--- src/hw/rtl/psca_pkg.sv ---
package psca_pkg;

    // field widths of the request and result ports
    localparam int unsigned W_CMD    = 2;
    localparam int unsigned W_SEL    = 3;
    localparam int unsigned W_PID    = 8;
    localparam int unsigned W_BYTES  = 20;
    localparam int unsigned W_STATUS = 2;
    localparam int unsigned W_ADDR21 = 21;
    localparam int unsigned W_ADDR22 = 22;

    localparam logic [W_ADDR21-1:0] MAX21 = '1;
    localparam logic [W_ADDR22-1:0] MAX22 = '1;

    // capacity register reset value
    localparam logic [W_BYTES-1:0] CAP_RESET = 20'd262144;

    // command codes
    localparam logic [W_CMD-1:0] CMD_SET   = 2'd0;
    localparam logic [W_CMD-1:0] CMD_WRITE = 2'd1;
    localparam logic [W_CMD-1:0] CMD_QUERY = 2'd2;

    // status codes
    localparam logic [W_STATUS-1:0] ST_OK      = 2'd0;
    localparam logic [W_STATUS-1:0] ST_INVALID = 2'd1;
    localparam logic [W_STATUS-1:0] ST_BUSY    = 2'd2;
    localparam logic [W_STATUS-1:0] ST_FAILED  = 2'd3;

    // what the datapath does with the table word read in the previous cycle
    typedef enum logic [1:0] {
        TAG_NONE = 2'd0,
        TAG_SUM  = 2'd1,
        TAG_SEL  = 2'd2,
        TAG_ADJ  = 2'd3
    } t_tag;

    // commands from controller to datapath
    typedef struct packed {
        logic load;
        logic idx_clr;
        logic idx_inc;
        t_tag tag;
        logic decide;
        logic commit;
        logic strobe;
    } t_ctrl;

    // status from datapath to controller
    typedef struct packed {
        logic idx_last;
        logic need_adj;
    } t_stat;

endpackage

--- src/hw/rtl/program_slot_compacting_allocator.sv ---
// channel   | direction | handshake                     | payload
// ----------+-----------+-------------------------------+--------------------------------------
// request   | in        | start high, busy low          | cmd, slot, id, running, offset, count
// result    | out       | o_strobe, one cycle, no stall | status, move, write addr, extents
// config    | in        | i_cfg_valid and o_cfg_ready   | program capacity
//
// a request sweeps the table for the size sum, reads its target entry and decides; when a
// freed slot forces compaction it sweeps again to adjust offsets. both sweeps share the
// single table read port, swept once for the size sum and once for the offset adjustment.
// busy stays high until the result cycle ends.
// reset is synchronous, active low, and clears the table through valid bits.
// the capacity register is always ready; results cannot be stalled.
module program_slot_compacting_allocator #(
    parameter int unsigned SLOT_COUNT = 8,
    parameter int unsigned ADDR_BITS  = 20
) (
    input  logic                              i_clk,
    input  logic                              i_rst_n,
    input  logic                              start,
    output logic                              busy,
    input  logic [psca_pkg::W_CMD-1:0]        i_cmd,
    input  logic [psca_pkg::W_SEL-1:0]        i_selected_slot,
    input  logic [psca_pkg::W_PID-1:0]        i_program_id,
    input  logic                              i_program_running,
    input  logic [psca_pkg::W_BYTES-1:0]      i_byte_offset,
    input  logic [psca_pkg::W_BYTES-1:0]      i_byte_count,
    output logic                              o_strobe,
    output logic [psca_pkg::W_STATUS-1:0]     o_status,
    output logic [psca_pkg::W_ADDR21-1:0]     o_move_source,
    output logic [psca_pkg::W_ADDR21-1:0]     o_move_dest,
    output logic [psca_pkg::W_ADDR21-1:0]     o_move_length,
    output logic [psca_pkg::W_ADDR21-1:0]     o_write_address,
    output logic [psca_pkg::W_ADDR21-1:0]     o_span_start,
    output logic [psca_pkg::W_ADDR22-1:0]     o_span_end,
    output logic [psca_pkg::W_ADDR22-1:0]     o_free_start,
    input  logic                              i_cfg_valid,
    output logic                              o_cfg_ready,
    input  logic [psca_pkg::W_BYTES-1:0]      i_cfg_data
);
    import psca_pkg::*;

    t_ctrl ctrl;
    t_stat stat;
    logic  ctrl_busy;

    // sequencer
    psca_ctrl u_ctrl (
        .i_clk   (i_clk),
        .i_rst_n (i_rst_n),
        .i_start (start),
        .i_stat  (stat),
        .o_ctrl  (ctrl),
        .o_busy  (ctrl_busy)
    );

    // slot table and arithmetic
    psca_dpath #(
        .SLOT_COUNT (SLOT_COUNT),
        .ADDR_BITS  (ADDR_BITS)
    ) u_dpath (
        .i_clk             (i_clk),
        .i_rst_n           (i_rst_n),
        .i_ctrl            (ctrl),
        .o_stat            (stat),
        .i_cfg_valid       (i_cfg_valid),
        .i_cfg_data        (i_cfg_data),
        .i_cmd             (i_cmd),
        .i_selected_slot   (i_selected_slot),
        .i_program_id      (i_program_id),
        .i_program_running (i_program_running),
        .i_byte_offset     (i_byte_offset),
        .i_byte_count      (i_byte_count),
        .o_status          (o_status),
        .o_move_source     (o_move_source),
        .o_move_dest       (o_move_dest),
        .o_move_length     (o_move_length),
        .o_write_address   (o_write_address),
        .o_span_start      (o_span_start),
        .o_span_end        (o_span_end),
        .o_free_start      (o_free_start)
    );

    assign busy        = ctrl_busy;
    assign o_strobe    = ctrl.strobe;
    assign o_cfg_ready = 1'b1;

endmodule

--- src/hw/rtl/psca_ctrl.sv ---
module psca_ctrl (
    input  logic            i_clk,
    input  logic            i_rst_n,
    input  logic            i_start,
    input  psca_pkg::t_stat i_stat,
    output psca_pkg::t_ctrl o_ctrl,
    output logic            o_busy
);
    import psca_pkg::*;

    typedef enum logic [8:0] {
        S_IDLE   = 9'b000000001,
        S_SUM    = 9'b000000010,
        S_SEL    = 9'b000000100,
        S_WAIT   = 9'b000001000,
        S_DECIDE = 9'b000010000,
        S_ADJ    = 9'b000100000,
        S_ADJL   = 9'b001000000,
        S_FIN    = 9'b010000000,
        S_RESP   = 9'b100000000
    } t_state;

    t_state r_state;
    t_state n_state;
    t_ctrl  c;

    // state register
    always_ff @(posedge i_clk) begin
        if (!i_rst_n) begin
            r_state <= S_IDLE;
        end else begin
            r_state <= n_state;
        end
    end

    // sequencing of the passes over the table
    always_comb begin
        n_state = r_state;
        c       = '0;
        c.tag   = TAG_NONE;
        unique case (r_state)
            S_IDLE: begin
                if (i_start) begin
                    c.load    = 1'b1;
                    c.idx_clr = 1'b1;
                    n_state   = S_SUM;
                end
            end
            S_SUM: begin
                c.tag     = TAG_SUM;
                c.idx_inc = 1'b1;
                if (i_stat.idx_last) begin
                    n_state = S_SEL;
                end
            end
            S_SEL: begin
                c.tag   = TAG_SEL;
                n_state = S_WAIT;
            end
            S_WAIT: begin
                n_state = S_DECIDE;
            end
            S_DECIDE: begin
                c.decide  = 1'b1;
                c.idx_clr = 1'b1;
                n_state   = i_stat.need_adj ? S_ADJ : S_FIN;
            end
            S_ADJ: begin
                c.tag     = TAG_ADJ;
                c.idx_inc = 1'b1;
                if (i_stat.idx_last) begin
                    n_state = S_ADJL;
                end
            end
            S_ADJL: begin
                n_state = S_FIN;
            end
            S_FIN: begin
                c.commit = 1'b1;
                n_state  = S_RESP;
            end
            S_RESP: begin
                c.strobe = 1'b1;
                n_state  = S_IDLE;
            end
            default: begin
                n_state = S_IDLE;
            end
        endcase
    end

    assign o_ctrl = c;
    assign o_busy = (r_state != S_IDLE);

endmodule

--- src/hw/rtl/psca_dpath.sv ---
module psca_dpath #(
    parameter int unsigned SLOT_COUNT = 8,
    parameter int unsigned ADDR_BITS  = 20
) (
    input  logic                              i_clk,
    input  logic                              i_rst_n,
    input  psca_pkg::t_ctrl                   i_ctrl,
    output psca_pkg::t_stat                   o_stat,
    input  logic                              i_cfg_valid,
    input  logic [psca_pkg::W_BYTES-1:0]      i_cfg_data,
    input  logic [psca_pkg::W_CMD-1:0]        i_cmd,
    input  logic [psca_pkg::W_SEL-1:0]        i_selected_slot,
    input  logic [psca_pkg::W_PID-1:0]        i_program_id,
    input  logic                              i_program_running,
    input  logic [psca_pkg::W_BYTES-1:0]      i_byte_offset,
    input  logic [psca_pkg::W_BYTES-1:0]      i_byte_count,
    output logic [psca_pkg::W_STATUS-1:0]     o_status,
    output logic [psca_pkg::W_ADDR21-1:0]     o_move_source,
    output logic [psca_pkg::W_ADDR21-1:0]     o_move_dest,
    output logic [psca_pkg::W_ADDR21-1:0]     o_move_length,
    output logic [psca_pkg::W_ADDR21-1:0]     o_write_address,
    output logic [psca_pkg::W_ADDR21-1:0]     o_span_start,
    output logic [psca_pkg::W_ADDR22-1:0]     o_span_end,
    output logic [psca_pkg::W_ADDR22-1:0]     o_free_start
);
    import psca_pkg::*;

    localparam int unsigned SW  = (SLOT_COUNT > 1) ? $clog2(SLOT_COUNT) : 1;
    localparam int unsigned AW1 = ADDR_BITS + 1;
    localparam int unsigned TW  = AW1 + $clog2(SLOT_COUNT + 1);
    localparam int unsigned WW  = (TW + 1 > 23) ? TW + 1 : 23;
    localparam logic [W_PID-1:0] NSLOT = W_PID'(SLOT_COUNT);
    localparam logic [SW-1:0]    LAST  = SW'(SLOT_COUNT - 1);
    localparam logic [AW1-1:0]   AMAX  = '1;

    // table storage, valid bits stand in for the reset clear
    logic [AW1-1:0]        mem_off  [SLOT_COUNT];
    logic [AW1-1:0]        mem_size [SLOT_COUNT];
    logic [SLOT_COUNT-1:0] r_voff;
    logic [SLOT_COUNT-1:0] r_vsize;

    logic [SW-1:0]        r_idx;
    logic [SW-1:0]        r_recv;
    logic [W_BYTES-1:0]   r_cap;
    t_tag                 r_dtag;
    logic [SW-1:0]        r_daddr;
    logic [AW1-1:0]       r_rd_off;
    logic [AW1-1:0]       r_rd_size;
    logic [TW-1:0]        r_total;
    logic [AW1-1:0]       r_gap;
    logic [AW1-1:0]       r_off;

    logic [W_CMD-1:0]     r_cmd;
    logic [W_SEL-1:0]     r_sel;
    logic [W_PID-1:0]     r_pid;
    logic                 r_run;
    logic [W_BYTES-1:0]   r_boff;
    logic [W_BYTES-1:0]   r_bcnt;

    logic [WW-1:0]        r_rest;
    logic [AW1-1:0]       r_after_sat;
    logic [AW1-1:0]       r_new_size;
    logic                 r_do_free;
    logic                 r_do_size;

    logic [W_STATUS-1:0]  r_status;
    logic [W_ADDR21-1:0]  r_msrc;
    logic [W_ADDR21-1:0]  r_mdst;
    logic [W_ADDR21-1:0]  r_mlen;
    logic [W_ADDR21-1:0]  r_waddr;
    logic [W_ADDR21-1:0]  r_cstart;
    logic [W_ADDR22-1:0]  r_cend;
    logic [W_ADDR22-1:0]  r_fstart;

    logic [W_STATUS-1:0]  n_status;
    logic [W_ADDR21-1:0]  n_msrc;
    logic [W_ADDR21-1:0]  n_mdst;
    logic [W_ADDR21-1:0]  n_mlen;
    logic [W_ADDR21-1:0]  n_waddr;
    logic [W_ADDR21-1:0]  n_cstart;
    logic [W_ADDR22-1:0]  n_cend;
    logic [W_ADDR22-1:0]  n_fstart;
    logic                 n_do_free;
    logic                 n_do_size;

    logic [W_PID-1:0]     sel_pick;
    logic [W_PID-1:0]     tgt8;
    logic                 tgt_ok;
    logic [SW-1:0]        tgt_idx;
    logic [SW-1:0]        ra;

    logic [WW-1:0]        gap_w;
    logic [WW-1:0]        off_w;
    logic [WW-1:0]        tot_w;
    logic [WW-1:0]        after_w;
    logic [WW-1:0]        rest_w;
    logic [WW-1:0]        len_w;
    logic [WW-1:0]        wsum_w;
    logic [WW-1:0]        waddr_w;
    logic [WW-1:0]        round_w;
    logic                 shift;
    logic                 adj_hit;

    logic                 we_off;
    logic [SW-1:0]        wa_off;
    logic [AW1-1:0]       wd_off;
    logic                 we_size;
    logic [SW-1:0]        wa_size;
    logic [AW1-1:0]       wd_size;

    function automatic logic [W_ADDR21-1:0] sat21(input logic [WW-1:0] v);
        return (v > WW'(MAX21)) ? MAX21 : v[W_ADDR21-1:0];
    endfunction

    function automatic logic [W_ADDR22-1:0] sat22(input logic [WW-1:0] v);
        return (v > WW'(MAX22)) ? MAX22 : v[W_ADDR22-1:0];
    endfunction

    function automatic logic [AW1-1:0] sat_state(input logic [WW-1:0] v);
        return (v > WW'(AMAX)) ? AMAX : v[AW1-1:0];
    endfunction

    // capacity register
    always_ff @(posedge i_clk) begin
        if (!i_rst_n) begin
            r_cap <= CAP_RESET;
        end else if (i_cfg_valid) begin
            r_cap <= i_cfg_data;
        end
    end

    // request latch
    always_ff @(posedge i_clk) begin
        if (i_ctrl.load) begin
            r_cmd  <= i_cmd;
            r_sel  <= i_selected_slot;
            r_pid  <= i_program_id;
            r_run  <= i_program_running;
            r_boff <= i_byte_offset;
            r_bcnt <= i_byte_count;
        end
    end

    // sweep index
    always_ff @(posedge i_clk) begin
        if (!i_rst_n) begin
            r_idx <= '0;
        end else if (i_ctrl.idx_clr) begin
            r_idx <= '0;
        end else if (i_ctrl.idx_inc && (r_idx != LAST)) begin
            r_idx <= r_idx + SW'(1);
        end
    end

    assign o_stat.idx_last = (r_idx == LAST);

    // target slot of the request
    always_comb begin
        sel_pick = (SLOT_COUNT == 1) ? '0 : W_PID'(r_sel);
        unique case (r_cmd)
            CMD_SET: begin
                tgt8 = (r_bcnt == '0) ? sel_pick : W_PID'(r_recv);
            end
            CMD_QUERY: begin
                tgt8 = (r_pid < NSLOT) ? r_pid : sel_pick;
            end
            default: begin
                tgt8 = W_PID'(r_recv);
            end
        endcase
        tgt_ok  = (tgt8 < NSLOT);
        tgt_idx = tgt_ok ? tgt8[SW-1:0] : '0;
    end

    assign ra = (i_ctrl.tag == TAG_SEL) ? tgt_idx : r_idx;

    // table read, one address a cycle, registered
    always_ff @(posedge i_clk) begin
        r_rd_off  <= r_voff[ra]  ? mem_off[ra]  : '0;
        r_rd_size <= r_vsize[ra] ? mem_size[ra] : '0;
        r_daddr   <= ra;
    end

    always_ff @(posedge i_clk) begin
        if (!i_rst_n) begin
            r_dtag <= TAG_NONE;
        end else begin
            r_dtag <= i_ctrl.tag;
        end
    end

    // size sum and capture of the target entry
    always_ff @(posedge i_clk) begin
        if (i_ctrl.load) begin
            r_total <= '0;
        end else if (r_dtag == TAG_SUM) begin
            r_total <= r_total + TW'(r_rd_size);
        end
        if (r_dtag == TAG_SEL) begin
            r_gap <= r_rd_size;
            r_off <= r_rd_off;
        end
    end

    // arithmetic on the captured entry
    always_comb begin
        gap_w   = WW'(r_gap);
        off_w   = WW'(r_off);
        tot_w   = WW'(r_total);
        after_w = tot_w - gap_w;
        rest_w  = off_w + gap_w;
        len_w   = (tot_w >= rest_w) ? (tot_w - rest_w) : '0;
        wsum_w  = off_w + WW'(r_boff) + WW'(r_bcnt);
        waddr_w = off_w + WW'(r_boff);
        round_w = (WW'(r_bcnt) + WW'(3)) & ~WW'(3);
        shift   = (r_gap != '0) && (off_w != after_w);
    end

    assign o_stat.need_adj = (r_cmd == CMD_SET) && !r_run && (r_bcnt == '0)
                             && tgt_ok && shift;

    // result and commit decision
    always_comb begin
        n_status  = ST_OK;
        n_msrc    = '0;
        n_mdst    = '0;
        n_mlen    = '0;
        n_waddr   = '0;
        n_cstart  = '0;
        n_cend    = '0;
        n_fstart  = '0;
        n_do_free = 1'b0;
        n_do_size = 1'b0;
        unique case (r_cmd)
            CMD_SET: begin
                if (r_run) begin
                    n_status = ST_BUSY;
                end else if (r_bcnt == '0) begin
                    if (!tgt_ok) begin
                        n_status = ST_INVALID;
                    end else begin
                        n_do_free = 1'b1;
                        if (shift) begin
                            n_msrc = sat21(rest_w);
                            n_mdst = sat21(off_w);
                            n_mlen = sat21(len_w);
                        end
                    end
                end else if (r_gap != '0) begin
                    n_status = ST_FAILED;
                end else begin
                    n_do_size = 1'b1;
                end
            end
            CMD_WRITE: begin
                if (wsum_w > WW'(r_cap)) begin
                    n_status = ST_INVALID;
                end else if (r_run) begin
                    n_status = ST_BUSY;
                end else begin
                    n_waddr = sat21(waddr_w);
                end
            end
            CMD_QUERY: begin
                if (!tgt_ok) begin
                    n_status = ST_INVALID;
                end else begin
                    n_cstart = sat21(off_w);
                    n_cend   = sat22(rest_w);
                    n_fstart = sat22(tot_w);
                end
            end
            default: begin
                n_status = ST_INVALID;
            end
        endcase
    end

    always_ff @(posedge i_clk) begin
        if (!i_rst_n) begin
            r_do_free <= 1'b0;
            r_do_size <= 1'b0;
        end else if (i_ctrl.decide) begin
            r_do_free <= n_do_free;
            r_do_size <= n_do_size;
        end
    end

    always_ff @(posedge i_clk) begin
        if (i_ctrl.decide) begin
            r_status    <= n_status;
            r_msrc      <= n_msrc;
            r_mdst      <= n_mdst;
            r_mlen      <= n_mlen;
            r_waddr     <= n_waddr;
            r_cstart    <= n_cstart;
            r_cend      <= n_cend;
            r_fstart    <= n_fstart;
            r_rest      <= rest_w;
            r_after_sat <= sat_state(after_w);
            r_new_size  <= sat_state(round_w);
        end
    end

    // write port selection
    assign adj_hit = (WW'(r_rd_off) >= r_rest);

    always_comb begin
        we_off  = 1'b0;
        wa_off  = tgt_idx;
        wd_off  = r_after_sat;
        we_size = 1'b0;
        wa_size = tgt_idx;
        wd_size = '0;
        if ((r_dtag == TAG_ADJ) && adj_hit) begin
            we_off = 1'b1;
            wa_off = r_daddr;
            wd_off = r_rd_off - r_gap;
        end else if (i_ctrl.commit && r_do_free) begin
            we_off = 1'b1;
        end
        if (i_ctrl.commit && r_do_free) begin
            we_size = 1'b1;
        end else if (i_ctrl.commit && r_do_size) begin
            we_size = 1'b1;
            wa_size = r_recv;
            wd_size = r_new_size;
        end
    end

    // table write
    always_ff @(posedge i_clk) begin
        if (we_off) begin
            mem_off[wa_off] <= wd_off;
        end
        if (we_size) begin
            mem_size[wa_size] <= wd_size;
        end
    end

    always_ff @(posedge i_clk) begin
        if (!i_rst_n) begin
            r_voff  <= '0;
            r_vsize <= '0;
            r_recv  <= '0;
        end else begin
            if (we_off) begin
                r_voff[wa_off] <= 1'b1;
            end
            if (we_size) begin
                r_vsize[wa_size] <= 1'b1;
            end
            if (i_ctrl.commit && r_do_free) begin
                r_recv <= tgt_idx;
            end
        end
    end

    assign o_status        = r_status;
    assign o_move_source   = r_msrc;
    assign o_move_dest     = r_mdst;
    assign o_move_length   = r_mlen;
    assign o_write_address = r_waddr;
    assign o_span_start    = r_cstart;
    assign o_span_end      = r_cend;
    assign o_free_start    = r_fstart;

endmodule

--- config.mk ---
export PLATFORM = sky130hd
export DESIGN_NAME = program_slot_compacting_allocator
export DESIGN_NICKNAME = d
export VERILOG_FILES = /design/src/hw/rtl/psca_pkg.sv /design/src/hw/rtl/program_slot_compacting_allocator.sv /design/src/hw/rtl/psca_ctrl.sv /design/src/hw/rtl/psca_dpath.sv
export SDC_FILE = /design/constraint.sdc
export NUM_CORES = 1
export LEC_CHECK = 0
export BUFFER_PORTS_ARGS = -buffer_cell sky130_fd_sc_hd__buf_2
export CAP_MARGIN = 10
export CORE_MARGIN = 5
export CORE_UTILIZATION = 50
export CTS_CLUSTER_SIZE = 10
export DETAILED_ROUTE_END_ITERATION = 6
export GPL_TIMING_DRIVEN = 0
export HOLD_SLACK_MARGIN = 0.15
export PLACE_DENSITY = 0.69
export SKIP_CTS_REPAIR_TIMING = 1
export SKIP_LAST_GASP = 1
export SYNTH_ARGS = -nofsm -noshare
export SYNTH_HDL_FRONTEND = slang
export SYNTH_SLANG_ARGS = --single-unit
--- constraint.sdc ---
create_clock -name i_clk -period 7.7 [get_ports i_clk]
set_input_delay 0.385 -clock i_clk [delete_from_list [all_inputs] [get_ports i_clk]]
set_output_delay 0.385 -clock i_clk [all_outputs]
set_load 0.1 [all_outputs]
==> impl_metrics.yaml <==
yosys:
  synth_top_area_share: 0.5170
  synth_cell_types: 104
  synthSimpleGateAreaFrac: 0.1669
  syn_inst: 3220
  synthAdderAreaFrac: 0.06604
  synth-async-reset-ratio: 0
  synth_xor_area_frac: 0.03443
  synth-edff-count: 625
  synth_top_family_by_area: "simple AND/OR/NAND/NOR gates"
  synth_compound_area_frac: 0.1012
  synth_ff_type: "edfxtp_1"
  synthTopCellsByArea: "edfxtp_1 52%, dfxtp_1 6.7%, ha_1 6.3%"
  yosysMostFrequentCell: "edfxtp_1"
  synth.net_count: 3486
  yosys.area.top_type: "edfxtp_1"
  ys_warn_count: 0
  synth.mux.area_fraction: 0.01661
  syn_area_per_cell_sq_um: 11.27
  ys_ff_latch: 746
  yosysSeqAreaShare: 0.5838
  synth_area_sq_um: 36300
  synth_common_cells: "625 x edfxtp_1, 467 x nand2_1, 235 x nor2_1"
clocking:
  htreeDepth: 3
  cts.clk_slew.worst_paths_ns: 0.06
  cts_tree: "done"
  numCtsBuffers: 86
  cts-root-buf: "clkbuf_16"
  clk-insertion-delay-late_ns: 0.65
  numClockSinks: 746
  cts.path.max_buffers: 3
floorplanning:
  rows: 98
  dieArea_sq_um: 78090
  io_pins: 232
  initial_core_util: 0.5061
  die_h_um: 279.4
  core_sq_um: 71730
  die_x_um: 279.4
setup_path:
  critPathCapture: "u_dpath.o_write_address[14]$_SDFFCE_PP0N_"
  start_kind: "flip-flop"
  slowest_stage: "xnor2_1"
  worstReg2RegStart: "u_dpath.r_off[0]$_DFFE_PN_"
  slowest_delay_ns: 0.81
  cp_max_fo: 10
  worstSetupStartpoint: "u_dpath.r_off[0]$_DFFE_PN_"
  worstSetupEndpointType: "flip-flop"
  setup.worst_path.class: "flip-flop to flip-flop"
  rrSetupSlack_ns: 0.46
  arrival_ns: 7.74
  required_ns: 8.20
  r2r_cells: 26
  r2r-end: "u_dpath.o_write_address[14]$_SDFFCE_PP0N_"
placement:
  place_congestion: 0.9934
  portBuffers: 229
  dpl.hpwl_um: 76440
  dpl_cell_area_sq_um: 39130
global_route:
  grt_pass1_wl_um: 154200
  met2_usage: 0.4260
  grt_pass1_vias: 25200
  busiest_layer: "met2"
  grt_start_max_net_pins: 109
  gr-usage-met3: 0.04742
  grt_antenna_before_repair: 2
  use_met1: 0.3357
  gr-total-overflow: 0
  grt_util_all_layers: 0.2595
routing:
  post-route-drc-count: 0
  drt_pre_antenna_iters: 6
  ant_nets: 1
  vias: 26610
  wl_per_cell_um: 22.54
  via_per_inst: 5.713
  totalWireLength_um: 105000
  drt_iter0_markers: 2120
sta:
  rsz0062_at_grt: "no"
  fin_skew_ns: 0.04880
  tightest_slew_ns: 1.131
  final.min_clock_period_ns: 7.236
  period_share: 0.9398
  holdWs_ns: 0.1352
  maxSlewHeadroom: 0.2435
  slew_viol_final: 0
  max_freq_mhz: 138.2
  finalSetupViolations: 0
  hold_viol: 0
power_and_ir_drop:
  leakagePower_nw: 16.19
  max-vdd-ir-drop_v: 0.0001842
  power.density_nw_per_um2: 207.2
layout:
  syn_to_final_growth_pct: 17.20
  drive_gt1_frac: 0.1302
  nets: 3895
  design_area_sq_um: 42540
hold_path:
  holdCritPathClass: "input port to flip-flop"
  worstHoldStart: "start"
flow_run:
  drv_cap: 0
outcome:
  status: "finished, violations left"
  violations: "antenna rules"
## routing by layer
| metal | wire, um | part of all wire |
|---|---|---|
| met1 | 42390 | 0.40 |
| met4 | 6061 | 0.058 |
| met3 | 7938 | 0.076 |
| met5 | 0 | 0 |
| met2 | 48570 | 0.46 |
## cells by family after synthesis
family,count (synthesis)
XOR/XNOR,141
buffers and inverters,268
other,1
flip-flops,746
AO/OA/AOI/OAI,540
multiplexers,56
adder cells (fa/ha/maj),188
AND/OR/NAND/NOR,1280
## cell type report
type,instances,area (sq um)
diodes,5,12.51
plain buffers,130,606.8
clock buffers,154,2479
clock inverters,7,155.1
fillers,5893,29190
inverters,138,525.5
multi-input cells,2206,14130
flip-flops and latches,746,21190
well taps,950,1189
repair buffers,321,2252
## stage by stage
step / utilization / setup WS [ns] / setup TNS, ns / power [mW] / cells
after floorplan: - / 1.368 / 0 / 4.861 / 3220
after global placement: 0.5386 / -0.5683 / -64.21 / 5.017 / 4399
after detailed placement: 0.5456 / 0.5671 / 0 / 5.026 / 4415
after CTS: 0.5823 / 0.5628 / 0 / 8.808 / 4576
after global routing: 0.5929 / 0.04630 / 0 / 9.106 / 4652
final: 0.5931 / 0.4639 / 0 / 8.813 / 4657
## worst min path at each step
stage	depth (start not counted)	end	slack (ns)
final	3	u_ctrl.r_state[2]$_SDFFE_PN0P_	0.14
after global routing	3	u_ctrl.r_state[2]$_SDFFE_PN0P_	0.17
after CTS	1	u_dpath.r_bcnt[16]$_DFFE_PP_	-0.12
after detailed placement	1	u_dpath.r_vsize[1]$_SDFFE_PN0N_	0.45
after global placement	1	u_dpath.r_voff[7]$_SDFFE_PN0N_	0.45
after floorplan	0	u_dpath.r_gap[10]$_DFFE_PN_	0.41
## state kept, by name, summed over array words and instances (netlist names), 22 cells and up
register and cells:
u_dpath.o_span_end 22, u_dpath.r_total 23, u_dpath.mem_size 152, u_dpath.r_rest 22
u_dpath.mem_off 168
## where the power goes
group          internal, mW  switching (mW)
registers              4.37          0.0313
clock network          2.22            1.61
logic                 0.252           0.342
total                  6.83            1.98
## worst max-delay path, delay by kind of cell (launching register included)
family / cells / cell delay (ns)
buffers and inverters: 2 / 0.40
AND/OR/NAND/NOR: 4 / 0.84
XOR/XNOR: 2 / 0.90
flip-flops: 1 / 0.55
AO/OA/AOI/OAI: 14 / 3.17
adder cells (fa/ha/maj): 4 / 1.24
## cell usage in the layout, fill, tap and decap left out, drive strengths merged, types with 13 or more instances in the layout
cell,netlist,routed
edfxtp,625,625
nand2,468,468
buf,68,313
nor2,235,235
clkbuf,62,216
nand3,213,213
ha,182,182
a21oi,159,159
inv,138,141
dfxtp,121,121
o21ai,85,85
xnor2,84,84
dlygate4sd3,0,76
o21a,70,70
and2,68,68
nand4,63,63
nor2b,59,59
xor2,56,56
a21o,46,46
nor3,43,43
mux2i,38,38
nand2b,36,36
a21boi,29,29
nor4,19,19
a211oi,18,18
mux2,18,18
or3,15,15
a31oi,15,15
and3,13,13
(Power assumes the default switching activity.)
